===== src/sv/attribute_name_scanner_assert.svh =====
// Assertion helpers for the attribute name scanner
`ifndef ATTRIBUTE_NAME_SCANNER_ASSERT_SVH
`define ATTRIBUTE_NAME_SCANNER_ASSERT_SVH

// same-cycle implication
`define ASN_ASSERT_NOW(lbl, ante, cons) \
  lbl: assert property (@(posedge clk) disable iff (rst) (ante) |-> (cons)) \
    else $error("asn assertion failed");

// next-cycle implication
`define ASN_ASSERT_NEXT(lbl, ante, cons) \
  lbl: assert property (@(posedge clk) disable iff (rst) (ante) |=> (cons)) \
    else $error("asn assertion failed");

`endif


===== src/sv/asn_pkg.sv =====
package asn_pkg;

  localparam int NAME_MAX = 16;
  localparam int POS_BITS = 16;
  localparam int LEN_BITS = $clog2(NAME_MAX + 1);
  localparam int IDX_BITS = (NAME_MAX > 1) ? $clog2(NAME_MAX) : 1;
  localparam int OFFSET_BITS = 16;
  localparam int CFG_DATA_BITS = 64;
  localparam int CFG_IDX_BITS = 2;

  localparam logic [POS_BITS-1:0] POS_MAX = '1;

  localparam logic [7:0] CH_NUL = 8'h00;
  localparam logic [7:0] CH_EQ  = 8'h3D;
  localparam logic [7:0] CH_DQ  = 8'h22;
  localparam logic [7:0] CH_SQ  = 8'h27;
  localparam logic [7:0] CH_SP  = 8'h20;
  localparam logic [7:0] CH_TAB = 8'h09;

  typedef enum logic [CFG_IDX_BITS-1:0] {
    REG_NAME_LOW  = 2'd0,
    REG_NAME_HIGH = 2'd1,
    REG_NAME_LEN  = 2'd2
  } reg_idx_t;

  typedef enum logic [2:0] {
    MODE_START   = 3'd0,
    MODE_MATCH   = 3'd1,
    MODE_DQUOTE  = 3'd2,
    MODE_SQUOTE  = 3'd3,
    MODE_NOMATCH = 3'd4
  } mode_t;

  typedef enum logic [1:0] {
    ST_SCAN     = 2'd0,
    ST_FOUND    = 2'd1,
    ST_NOTFOUND = 2'd2,
    ST_IGNORED  = 2'd3
  } status_t;

  typedef struct packed {
    logic [NAME_MAX-1:0][7:0] chars;
    logic [LEN_BITS-1:0]      len;
  } name_cfg_t;

  typedef struct packed {
    status_t                 status;
    logic [OFFSET_BITS-1:0]  offset;
  } scan_result_t;

endpackage


===== src/sv/asn_cfg.sv =====
module asn_cfg
  import asn_pkg::*;
(
  input  logic                     clk,
  input  logic                     rst,
  input  logic                     cfg_we,
  input  logic [CFG_IDX_BITS-1:0]  cfg_index,
  input  logic [CFG_DATA_BITS-1:0] cfg_data,
  output name_cfg_t                name_cfg
);

  logic [63:0] name_low;
  logic [63:0] name_high;
  logic [4:0]  name_length;

  always_ff @(posedge clk) begin
    if (rst) begin
      name_low    <= '0;
      name_high   <= '0;
      name_length <= '0;
    end else if (cfg_we) begin
      unique case (cfg_index)
        REG_NAME_LOW:  name_low    <= cfg_data;
        REG_NAME_HIGH: name_high   <= cfg_data;
        REG_NAME_LEN:  name_length <= cfg_data[4:0];
        default: ;
      endcase
    end
  end

  always_comb begin
    name_cfg.chars = {name_high, name_low};
    if (32'(name_length) > NAME_MAX) begin
      name_cfg.len = LEN_BITS'(NAME_MAX);
    end else begin
      name_cfg.len = LEN_BITS'(name_length);
    end
  end

endmodule


===== src/sv/asn_core.sv =====
module asn_core
  import asn_pkg::*;
(
  input  logic         clk,
  input  logic         rst,
  input  logic         step,
  input  logic         first,
  input  logic [7:0]   ch,
  input  name_cfg_t    name_cfg,
  output scan_result_t result
);

  `include "attribute_name_scanner_assert.svh"

  mode_t               mode, mode_cur, mode_next;
  logic [IDX_BITS-1:0] match_index, idx_cur, match_index_next;
  logic                decided, dec_cur, decided_next;
  logic [POS_BITS-1:0] byte_position, pos_cur, byte_position_next;
  logic [LEN_BITS-1:0] idx_inc;
  logic                name_done;

  function automatic mode_t token_mode(input logic [7:0] c);
    if (c == CH_SP || c == CH_TAB) begin
      return MODE_START;
    end else if (c == CH_DQ) begin
      return MODE_DQUOTE;
    end else if (c == CH_SQ) begin
      return MODE_SQUOTE;
    end else begin
      return MODE_NOMATCH;
    end
  endfunction

  // a first byte restarts the scan before this byte is looked at
  assign mode_cur  = first ? MODE_START : mode;
  assign idx_cur   = first ? '0 : match_index;
  assign dec_cur   = first ? 1'b0 : decided;
  assign pos_cur   = first ? '0 : byte_position;
  assign idx_inc   = LEN_BITS'(idx_cur) + LEN_BITS'(1);
  assign name_done = (idx_inc >= name_cfg.len);

  assign byte_position_next = (pos_cur == POS_MAX) ? pos_cur : pos_cur + POS_BITS'(1);

  always_comb begin
    mode_next        = mode_cur;
    match_index_next = idx_cur;
    decided_next     = dec_cur;
    if (!dec_cur) begin
      if (ch == CH_NUL) begin
        decided_next = 1'b1;
      end else begin
        unique case (mode_cur)
          MODE_MATCH: begin
            if (name_done) begin
              decided_next = 1'b1;
            end else if (ch == name_cfg.chars[idx_inc[IDX_BITS-1:0]]) begin
              match_index_next = idx_inc[IDX_BITS-1:0];
            end else begin
              mode_next = token_mode(ch);
            end
          end
          MODE_DQUOTE: begin
            if (ch == CH_DQ) mode_next = MODE_NOMATCH;
          end
          MODE_SQUOTE: begin
            if (ch == CH_SQ) mode_next = MODE_NOMATCH;
          end
          MODE_NOMATCH: begin
            mode_next = token_mode(ch);
          end
          default: begin
            if (name_cfg.len != '0 && ch == name_cfg.chars[0]) begin
              mode_next        = MODE_MATCH;
              match_index_next = '0;
            end else begin
              mode_next = token_mode(ch);
            end
          end
        endcase
      end
    end
  end

  always_comb begin
    result.status = ST_SCAN;
    result.offset = '0;
    if (dec_cur) begin
      result.status = ST_IGNORED;
    end else if (ch == CH_NUL) begin
      result.status = ST_NOTFOUND;
    end else if (mode_cur == MODE_MATCH && name_done) begin
      if (ch == CH_EQ) begin
        result.status = ST_FOUND;
        // offset of the byte after '=' is the saturated next position
        if (32'(byte_position_next) > 32'hFFFF) begin
          result.offset = '1;
        end else begin
          result.offset = OFFSET_BITS'(byte_position_next);
        end
      end else begin
        result.status = ST_NOTFOUND;
      end
    end
  end

  always_ff @(posedge clk) begin
    if (rst) begin
      mode          <= MODE_START;
      match_index   <= '0;
      decided       <= 1'b0;
      byte_position <= '0;
    end else if (step) begin
      mode          <= mode_next;
      match_index   <= match_index_next;
      decided       <= decided_next;
      byte_position <= byte_position_next;
    end
  end

  `ASN_ASSERT_NEXT(a_decided_holds, step && decided && !first, decided)
  `ASN_ASSERT_NEXT(a_pos_saturates, step && !first && byte_position == POS_MAX,
                   byte_position == POS_MAX)

endmodule


===== src/sv/attribute_name_scanner.sv =====
// An input transaction goes through the input register, then the result register, to its result.
// Throughput: one byte per cycle when the output is not stalled; the scan state updates once per byte.
// Input side stays ready while a result waits, as long as the input register is free.
// Reset (rst, synchronous, active high): scan restarts at position 0, both stages empty,
// name registers and name length cleared.
module attribute_name_scanner
  import asn_pkg::*;
(
  input  logic                     clk,
  input  logic                     rst,
  input  logic                     cfg_we,
  input  logic [CFG_IDX_BITS-1:0]  cfg_index,
  input  logic [CFG_DATA_BITS-1:0] cfg_data,
  input  logic                     s_tvalid,
  output logic                     s_tready,
  input  logic [7:0]               s_tdata,   // [7:0] text_byte
  input  logic                     s_tuser,   // [0] first_byte
  output logic                     m_tvalid,
  input  logic                     m_tready,
  output logic [15:0]              m_tdata,   // [15:0] value_offset
  output logic [1:0]               m_tuser    // [1:0] scan_status
);

  `include "attribute_name_scanner_assert.svh"

  name_cfg_t    name_cfg;
  scan_result_t result;
  logic         in_valid;
  logic         first_q;
  logic [7:0]   byte_q;
  logic         out_adv;
  logic         step;

  assign out_adv  = !m_tvalid || m_tready;
  assign step     = in_valid && out_adv;
  assign s_tready = !in_valid || out_adv;

  asn_cfg u_cfg (
    .clk       (clk),
    .rst       (rst),
    .cfg_we    (cfg_we),
    .cfg_index (cfg_index),
    .cfg_data  (cfg_data),
    .name_cfg  (name_cfg)
  );

  asn_core u_core (
    .clk      (clk),
    .rst      (rst),
    .step     (step),
    .first    (first_q),
    .ch       (byte_q),
    .name_cfg (name_cfg),
    .result   (result)
  );

  always_ff @(posedge clk) begin
    if (rst) begin
      in_valid <= 1'b0;
    end else if (s_tready) begin
      in_valid <= s_tvalid;
    end
  end

  always_ff @(posedge clk) begin
    if (s_tvalid && s_tready) begin
      first_q <= s_tuser;
      byte_q  <= s_tdata;
    end
  end

  always_ff @(posedge clk) begin
    if (rst) begin
      m_tvalid <= 1'b0;
    end else if (out_adv) begin
      m_tvalid <= in_valid;
    end
  end

  always_ff @(posedge clk) begin
    if (step) begin
      m_tuser <= result.status;
      m_tdata <= result.offset;
    end
  end

  `ASN_ASSERT_NOW(a_found_offset, m_tvalid && m_tuser == ST_FOUND, m_tdata != '0)
  `ASN_ASSERT_NOW(a_other_offset, m_tvalid && m_tuser != ST_FOUND, m_tdata == '0)

endmodule


===== config.mk =====
export PLATFORM = sky130hd
export DESIGN_NAME = attribute_name_scanner
export DESIGN_NICKNAME = d
export VERILOG_FILES = /design/src/sv/asn_pkg.sv /design/src/sv/asn_cfg.sv /design/src/sv/asn_core.sv /design/src/sv/attribute_name_scanner.sv
export VERILOG_INCLUDE_DIRS = /design/src /design/src/sv
export SDC_FILE = /design/constraint.sdc
export NUM_CORES = 1
export LEC_CHECK = 0
export ABC_AREA = 1
export BUFFER_PORTS_ARGS = -buffer_cell sky130_fd_sc_hd__buf_2
export CORE_MARGIN = 2
export CORE_UTILIZATION = 30
export CTS_BUF_LIST = sky130_fd_sc_hd__clkbuf_8
export DETAILED_ROUTE_END_ITERATION = 10
export PLACE_DENSITY_LB_ADDON = 0.05
export SYNTH_ARGS = -nofsm -noshare
export SYNTH_HDL_FRONTEND = slang
export SYNTH_SLANG_ARGS = --single-unit

===== constraint.sdc =====
create_clock -name clk -period 2.7 [get_ports clk]
set_clock_uncertainty 0.1 [all_clocks]
set_input_delay 0.27 -clock clk [delete_from_list [all_inputs] [get_ports clk]]
set_output_delay 0.27 -clock clk [all_outputs]
set_load 0.05 [all_outputs]

=== Word level (Yosys, flattened, before mapping) ===
Cells that the tools add are included.

* Logic and storage cells: 86
* Input port bits: 80
* Register bits after elaboration: 186
* Output and inout port bits: 20

* Add/subtract/negate cells: 2
* Order comparisons: 3
* Bitwise operators: 2
* Equal/unequal tests: 14
* Multiplexer cells: 33
* Reductions and logical operators: 18

{| class="wikitable"
|+ Operator list
! kind !! number
|-
| $mux 16 || 3
|-
| $mux 3 || 11
|-
| $bmux 8 s4 || 1
|-
| $eq 8x6->1 const B || 4
|-
| $mux 4 || 6
|-
| $mux 18 || 1
|-
| $add 16x1->16 const B || 1
|-
| $eq 16x16->1 const B || 1
|-
| $eq 8x8->1 || 2
|-
| $pmux 3 s4 || 1
|-
| $eq 8x4->1 const B || 1
|-
| $logic_not 8->1 || 1
|-
| $mux 8 || 1
|-
| $pmux 4 s2 || 1
|-
| $eq 3x2->1 const B || 2
|-
| $mux 1 || 6
|-
| $reduce_and 2->1 || 3
|-
| $add 4x1->5 const B || 1
|-
| $ge 5x5->1 || 1
|-
| $gt 5x5->1 const B || 1
|-
| $lt 4x5->1 const B || 1
|-
| $mux 5 || 1
|-
| $reduce_bool 5->1 || 1
|-
| $logic_and 1x1->1 || 4
|-
| 12 further kinds || 16
|}

=== Logic depth before layout (Yosys ltp) ===
* Word-level depth: 10
* Depth in mapped cells: 22
* Depth with buffers taken out: 20

=== By module ===
A second synthesis with hierarchy kept.

* Cell total of the unflattened synthesis: 1671
* Area total of the unflattened synthesis: 10476.3 µm²

{| class="wikitable"
|+ By module, submodules not included
! module !! times used !! area each (µm²) !! seq. area each (µm²) !! cells each
|-
| asn_cfg || 1 || 5659.2 || 2662.6 || 868
|-
| asn_core || 1 || 3915.0 || 480.5 || 764
|-
| attribute_name_scanner || 1 || 902.1 || 850.8 || 39
|}

=== Least setup slack after synthesis ===
No wires, ideal clock.

* Path kind: register -> register
* Start: register first_q
* End: register m_tdata[4] (data pin)
* Required time: 2.458 ns
* Cell stages (with the launch flop): 15
* Path slack: -0.193 ns
* Clock period less this slack: 2.893 ns
* Path buffers: 0
* Arrival time: 2.652 ns
* Library setup time: 0.142 ns
* Path through: edfxtp_1 > inv_2 > nand4_1 > xor2_2 > inv_2 > ha_1 > nand2_1 > inv_1 > nand4_1 > and3_1 > nor2_1 > inv_1 > nor2_2 > clkinv_1 > nor2_1

* Word-level cells in the longest chain between the ends: 6
* Elaborated cells between the ends (all ways): 13
* Those cells by class: add/sub: 2; order compare: 1; eq/ne: 2; mux: 5; bitwise: 1; reduce/logical: 2

{| class="wikitable"
|+ RTL lines
! item !! line !! source
|-
| from (decl) || attribute_name_scanner.sv:29 || <nowiki>logic first_q;</nowiki>
|-
| from (signal assigned) || attribute_name_scanner.sv:67 || <nowiki>first_q <= s_tuser;</nowiki>
|-
| $mux 4 || asn_core.sv:36 || <nowiki>assign idx_cur = first ? '0 : match_index;</nowiki>
|-
| $add 4x1->5 || asn_core.sv:39 || <nowiki>assign idx_inc = LEN_BITS'(idx_cur) + LEN_BITS'(1);</nowiki>
|-
| $ge 5x5->1 || asn_core.sv:40 || <nowiki>assign name_done = (idx_inc >= name_cfg.len);</nowiki>
|-
| $logic_and 1x1->1 || asn_core.sv:91 || <nowiki>end else if (mode_cur == MODE_MATCH && name_done) begin</nowiki>
|-
| $not 1->1 (no line) || n/a ||
|-
| $reduce_or 4->1 (no line) || n/a ||
|-
| to (signal assigned) || attribute_name_scanner.sv:83 || <nowiki>m_tdata <= result.offset;</nowiki>
|-
| to (decl) || attribute_name_scanner.sv:20 || <nowiki>output logic [15:0] m_tdata,</nowiki>
|}

Parallel ways exist; a longest one is shown, timed or not.
A chain may end at the register's enable or synchronous reset.

=== Final worst setup path ===
* Start: register first_q
* End: register m_tdata[14] (data pin)

Same word-level chain as after synthesis.

==> reports/results.tsv <==
stage	metric	value	unit
synth	top cell type's share of synthesized area	35.6	%
cells_and_area	diode count	0	
critical_path	reg-to-reg critical path startpoint	first_q	
floorplan	full die area	0.0312	mm2
cells_and_area	Finished Cell Area	0.0120	mm2
cells_and_area	Util after Layout	40.5	%
synth	top area cells in the synthesized netlist	dfxtp_1 (36%), nor2_1 (13%), o21ai_0 (9.7%)	
timing	pins over their slew limit	0	
power_and_ir_drop	LEAKAGE	5.29	nW
flow_run	max_cap viols	0	
placed_design	Post-Place Cells	1789	
timing	FMAX	368	MHz
synth	top post-synthesis cells by count	nor2_1 (305), nand2_1 (174), o21ai_0 (173)	
cells_and_area	nets	1585	
timing	Tmin final	2720	ps
synth	Yosys top cell by area	dfxtp_1	
synth	Warnings, synthesis	0	
placed_design	DP Area	0.0104	mm2
grt	Total GRT Usage	18.9	%
status	status	complete, but fails checks	
cts	Max Root-Sink Buffers	2	
cells_and_area	Area growth syn-to-layout	33.8	%
cts	clock sink count	186	
grt	Remaining Overflow, GRT	0	
synth	synthesized flop and latch total	186	
grt	largest net degree at the start of global routing	89	
timing	Setup violations, final	3	
critical_path	required time of the critical path	2850	ps
critical_path	reg2reg end	m_tdata[14]	
cts	clk root buf	clkbuf_8	
power_and_ir_drop	Pwr Density	495	mW/mm2
critical_path	Worst Setup EP	m_tdata[14]	
synth	Net Count, Synth	1382	
power_and_ir_drop	Peak supply drop	0.242	mV
synth	sequential area share after synthesis	44.7	%
cells_and_area	non-filler cells, final	1902	
placed_design	DP HPWL	19.8	mm
synth	syn avg cell area	6.89	um2
floorplan	# IOs	100	
critical_path	Reg2Reg Depth	16	
timing	Worst slew margin	55.6	%
detailed_routing	DRT Pass-1 Iters	5	
cts	Clock Latency Late Sink	480	ps
timing	unrepaired setup endpoints after global routing	yes	
cts	H-tree depth	4	
cells_and_area	share of layout cells above drive strength 1	20.2	%
critical_path	crit-path cells	inv_4 -> nand4_1 -> buf_6 -> xor2_2 -> inv_2 -> ha_4 -> nand2_2 -> inv_2 -> a221oi_2 -> and3_4 -> nor2_4 -> inv_4 -> nor2_4 -> buf_4 -> nand2_1 -> inv_1	
critical_path	Critical Path Source	first_q	
cts	CTS tree	done	
timing	period utilization	101	%
placed_design	dpl ws	-120	ps
floorplan	Chip Height	177	um
cts	Num CTS Buffers	17	
synth	post-synthesis cell count	1296	
timing	worst setup margin	-19.3	ps
critical_path	critical path type	reg2reg	
grt	vias in the first global route	8684	
floorplan	Die W	177	um
critical_path	crit end category	flop	
detailed_routing	routed vias/inst	4.61	
critical_path	Critical Path Fanout Max	8	
grt	first-pass GRT wire length	46.3	mm
cts	CTS clock-pin slew for the worst setup and hold paths	110	ps
synth	top_reg_cell synth	dfxtp_1	
floorplan	Site Rows	63	
critical_path	FF-to-FF setup slack	-20	ps
detailed_routing	Total Wirelength	28.6	mm
critical_path	Worst EP arrival	2860	ps
synth	Synth async-reset ratio	0	%
hold_path	Worst Hold Class	in2reg	
detailed_routing	Routed Antenna Nets	0	
floorplan	Core Area	0.0295	mm2
synth	Post-synth EDFFs	27	
timing	Final Hold Viols	0	
timing	Tightest Pin Transition	665	ps
floorplan	Initial Utilization	30.3	%
detailed_routing	routed via count	8776	
detailed_routing	DRT iter0 DRCs	507	
critical_path	CP max stage cell	edfxtp_1	
grt	antenna violations before repair	0	
critical_path	Critical Path Max Stage Delay	470	ps
synth	most common cell in the netlist	nor2_1	
detailed_routing	WL per Instance	15.0	um
placed_design	IO Port Bufs	99	
synth	count of cell types in the netlist	36	
synth	Mapped Area	0.00893	mm2
status	failing checks	setup timing	
placed_design	Final Wtd Congestion	0.851	
critical_path	CP startpoint kind	flop	
detailed_routing	DRC	0	
==> registers in the layout, indices dropped and copies added (netlist names) <==
signal / count
byte_q: 8
first_q: 1
in_valid: 1
m_tdata: 16
m_tuser: 2
m_tvalid: 1
u_cfg.name_high: 64
u_cfg.name_length: 5
u_cfg.name_low: 64
u_core.byte_position: 16
u_core.decided: 1
u_core.match_index: 4
u_core.mode: 3
==> worst max-delay path: cells and delay by family, from the launching register on <==
| family | cells | cell delay (ps) |
|---|---|---|
| AO/OA/AOI/OAI | 1 | 220 |
| buffers and inverters | 7 | 680 |
| AND/OR/NAND/NOR | 6 | 600 |
| adder cells (fa/ha/maj) | 1 | 240 |
| flip-flops | 1 | 470 |
| XOR/XNOR | 1 | 180 |
==> worst min-delay path by stage <==
stage                   startpoint                   to  cells after the start
5_1_grt               cfg_data[23]   u_cfg.name_low[23]                      3
4_1_cts               cfg_data[23]  u_cfg.name_high[23]                      3
2_1_floorplan           s_tdata[0]            byte_q[0]                      0
6_report              cfg_data[23]  u_cfg.name_high[23]                      3
3_3_place_gp   u_cfg.name_high[13]  u_cfg.name_high[13]                      2
3_5_place_dp    u_cfg.name_low[62]   u_cfg.name_low[62]                      2
==> placed cells by master, fill, tap and decap left out, types with 3 or more instances in the layout <==
cell type      count
o21ai_2            6
nor2_2            11
nor3_1            10
o21ai_1           12
nand4_1            8
clkbuf_8          17
dfxtp_1          159
nand2_1          164
buf_6              4
edfxtp_1          27
nand3_2           20
xor2_2             5
buf_4             62
inv_8              4
clkinv_8           3
buf_2             99
a31oi_1            3
inv_4              3
a21oi_1           85
nor2_1           285
clkinv_2           3
ha_1               3
nand2_2            8
dlygate4sd3_1     74
nor4_1             6
o21ai_0          165
nor2_4            12
xor2_1            16
inv_1            121
buf_12            10
inv_6              6
nand2_4            3
o211ai_1           5
nand3_1           55
inv_2              8
==> layout make-up <==
class,instances,area (um2)
sequential,186,3990
inverter,137,537
multi-input combinational,906,4550
timing repair inverter,1,8.76
fill,3231,17500
timing repair buffer,250,1960
clock buffer,17,234
tap,390,488
clock inverter,15,178
==> power by group <==
| group | leakage (nW) | internal (mW) | total [mW] | switching [mW] |
|---|---|---|---|---|
| clock network | 0.206 | 0.788 | 1.99 | 1.20 |
| logic | 3.53 | 0.362 | 0.894 | 0.532 |
| registers | 1.56 | 2.95 | 3.03 | 0.0755 |
| total | 5.29 | 4.10 | 5.91 | 1.81 |
==> routing by layer <==
| layer | track usage, % | wire length, um | vias up |
|---|---|---|---|
| met3 | 2.89 | 772 | 27 |
| met4 | 4.79 | 408 | 0 |
| met1 | 24.9 | 13700 | 4031 |
| li1 | - | - | 4584 |
| met5 | 0 | 0 | - |
| met2 | 32.2 | 13700 | 134 |
==> logic make-up (layout without fill, tap and decap cells) <==
| logic type | after synthesis | after routing | synth area share [%] |
|---|---|---|---|
| AND/OR/NAND/NOR | 590 | 591 | 26.7 |
| AO/OA/AOI/OAI | 286 | 286 | 16.5 |
| buffers and inverters | 205 | 420 | 8.92 |
| flip-flops | 186 | 186 | 44.7 |
| XOR/XNOR | 23 | 23 | 2.34 |
| adder cells (fa/ha/maj) | 6 | 6 | 0.840 |
==> repair_timing <==
| action | CTS | global route |
|---|---|---|
| pin swaps | 5 | 21 |
| hold endpoints to repair | 132 | 0 |
| setup buffers | 3 | 5 |
| gates cloned | 2 | 0 |
| gates resized for setup | 20 | 84 |
| endpoints found under the setup margin | 26 | 35 |
| hold buffers | 74 | 0 |
==> stage by stage <==
| stage | hold WS, ps | setup TNS, ps | total power [mW] |
|---|---|---|---|
| 6_report | 19.6 | -29.4 | 5.91 |
| 5_1_grt | 15.2 | -3440 | 6.23 |
| 4_1_cts | 3.50 | -82.3 | 5.98 |
| 3_5_place_dp | 344 | -1380 | 3.87 |
| 3_3_place_gp | 334 | -1150 | 3.87 |
| 2_1_floorplan | 269 | -14.6 | 3.55 |
Note: power is estimated with default switching activity, not from simulation.
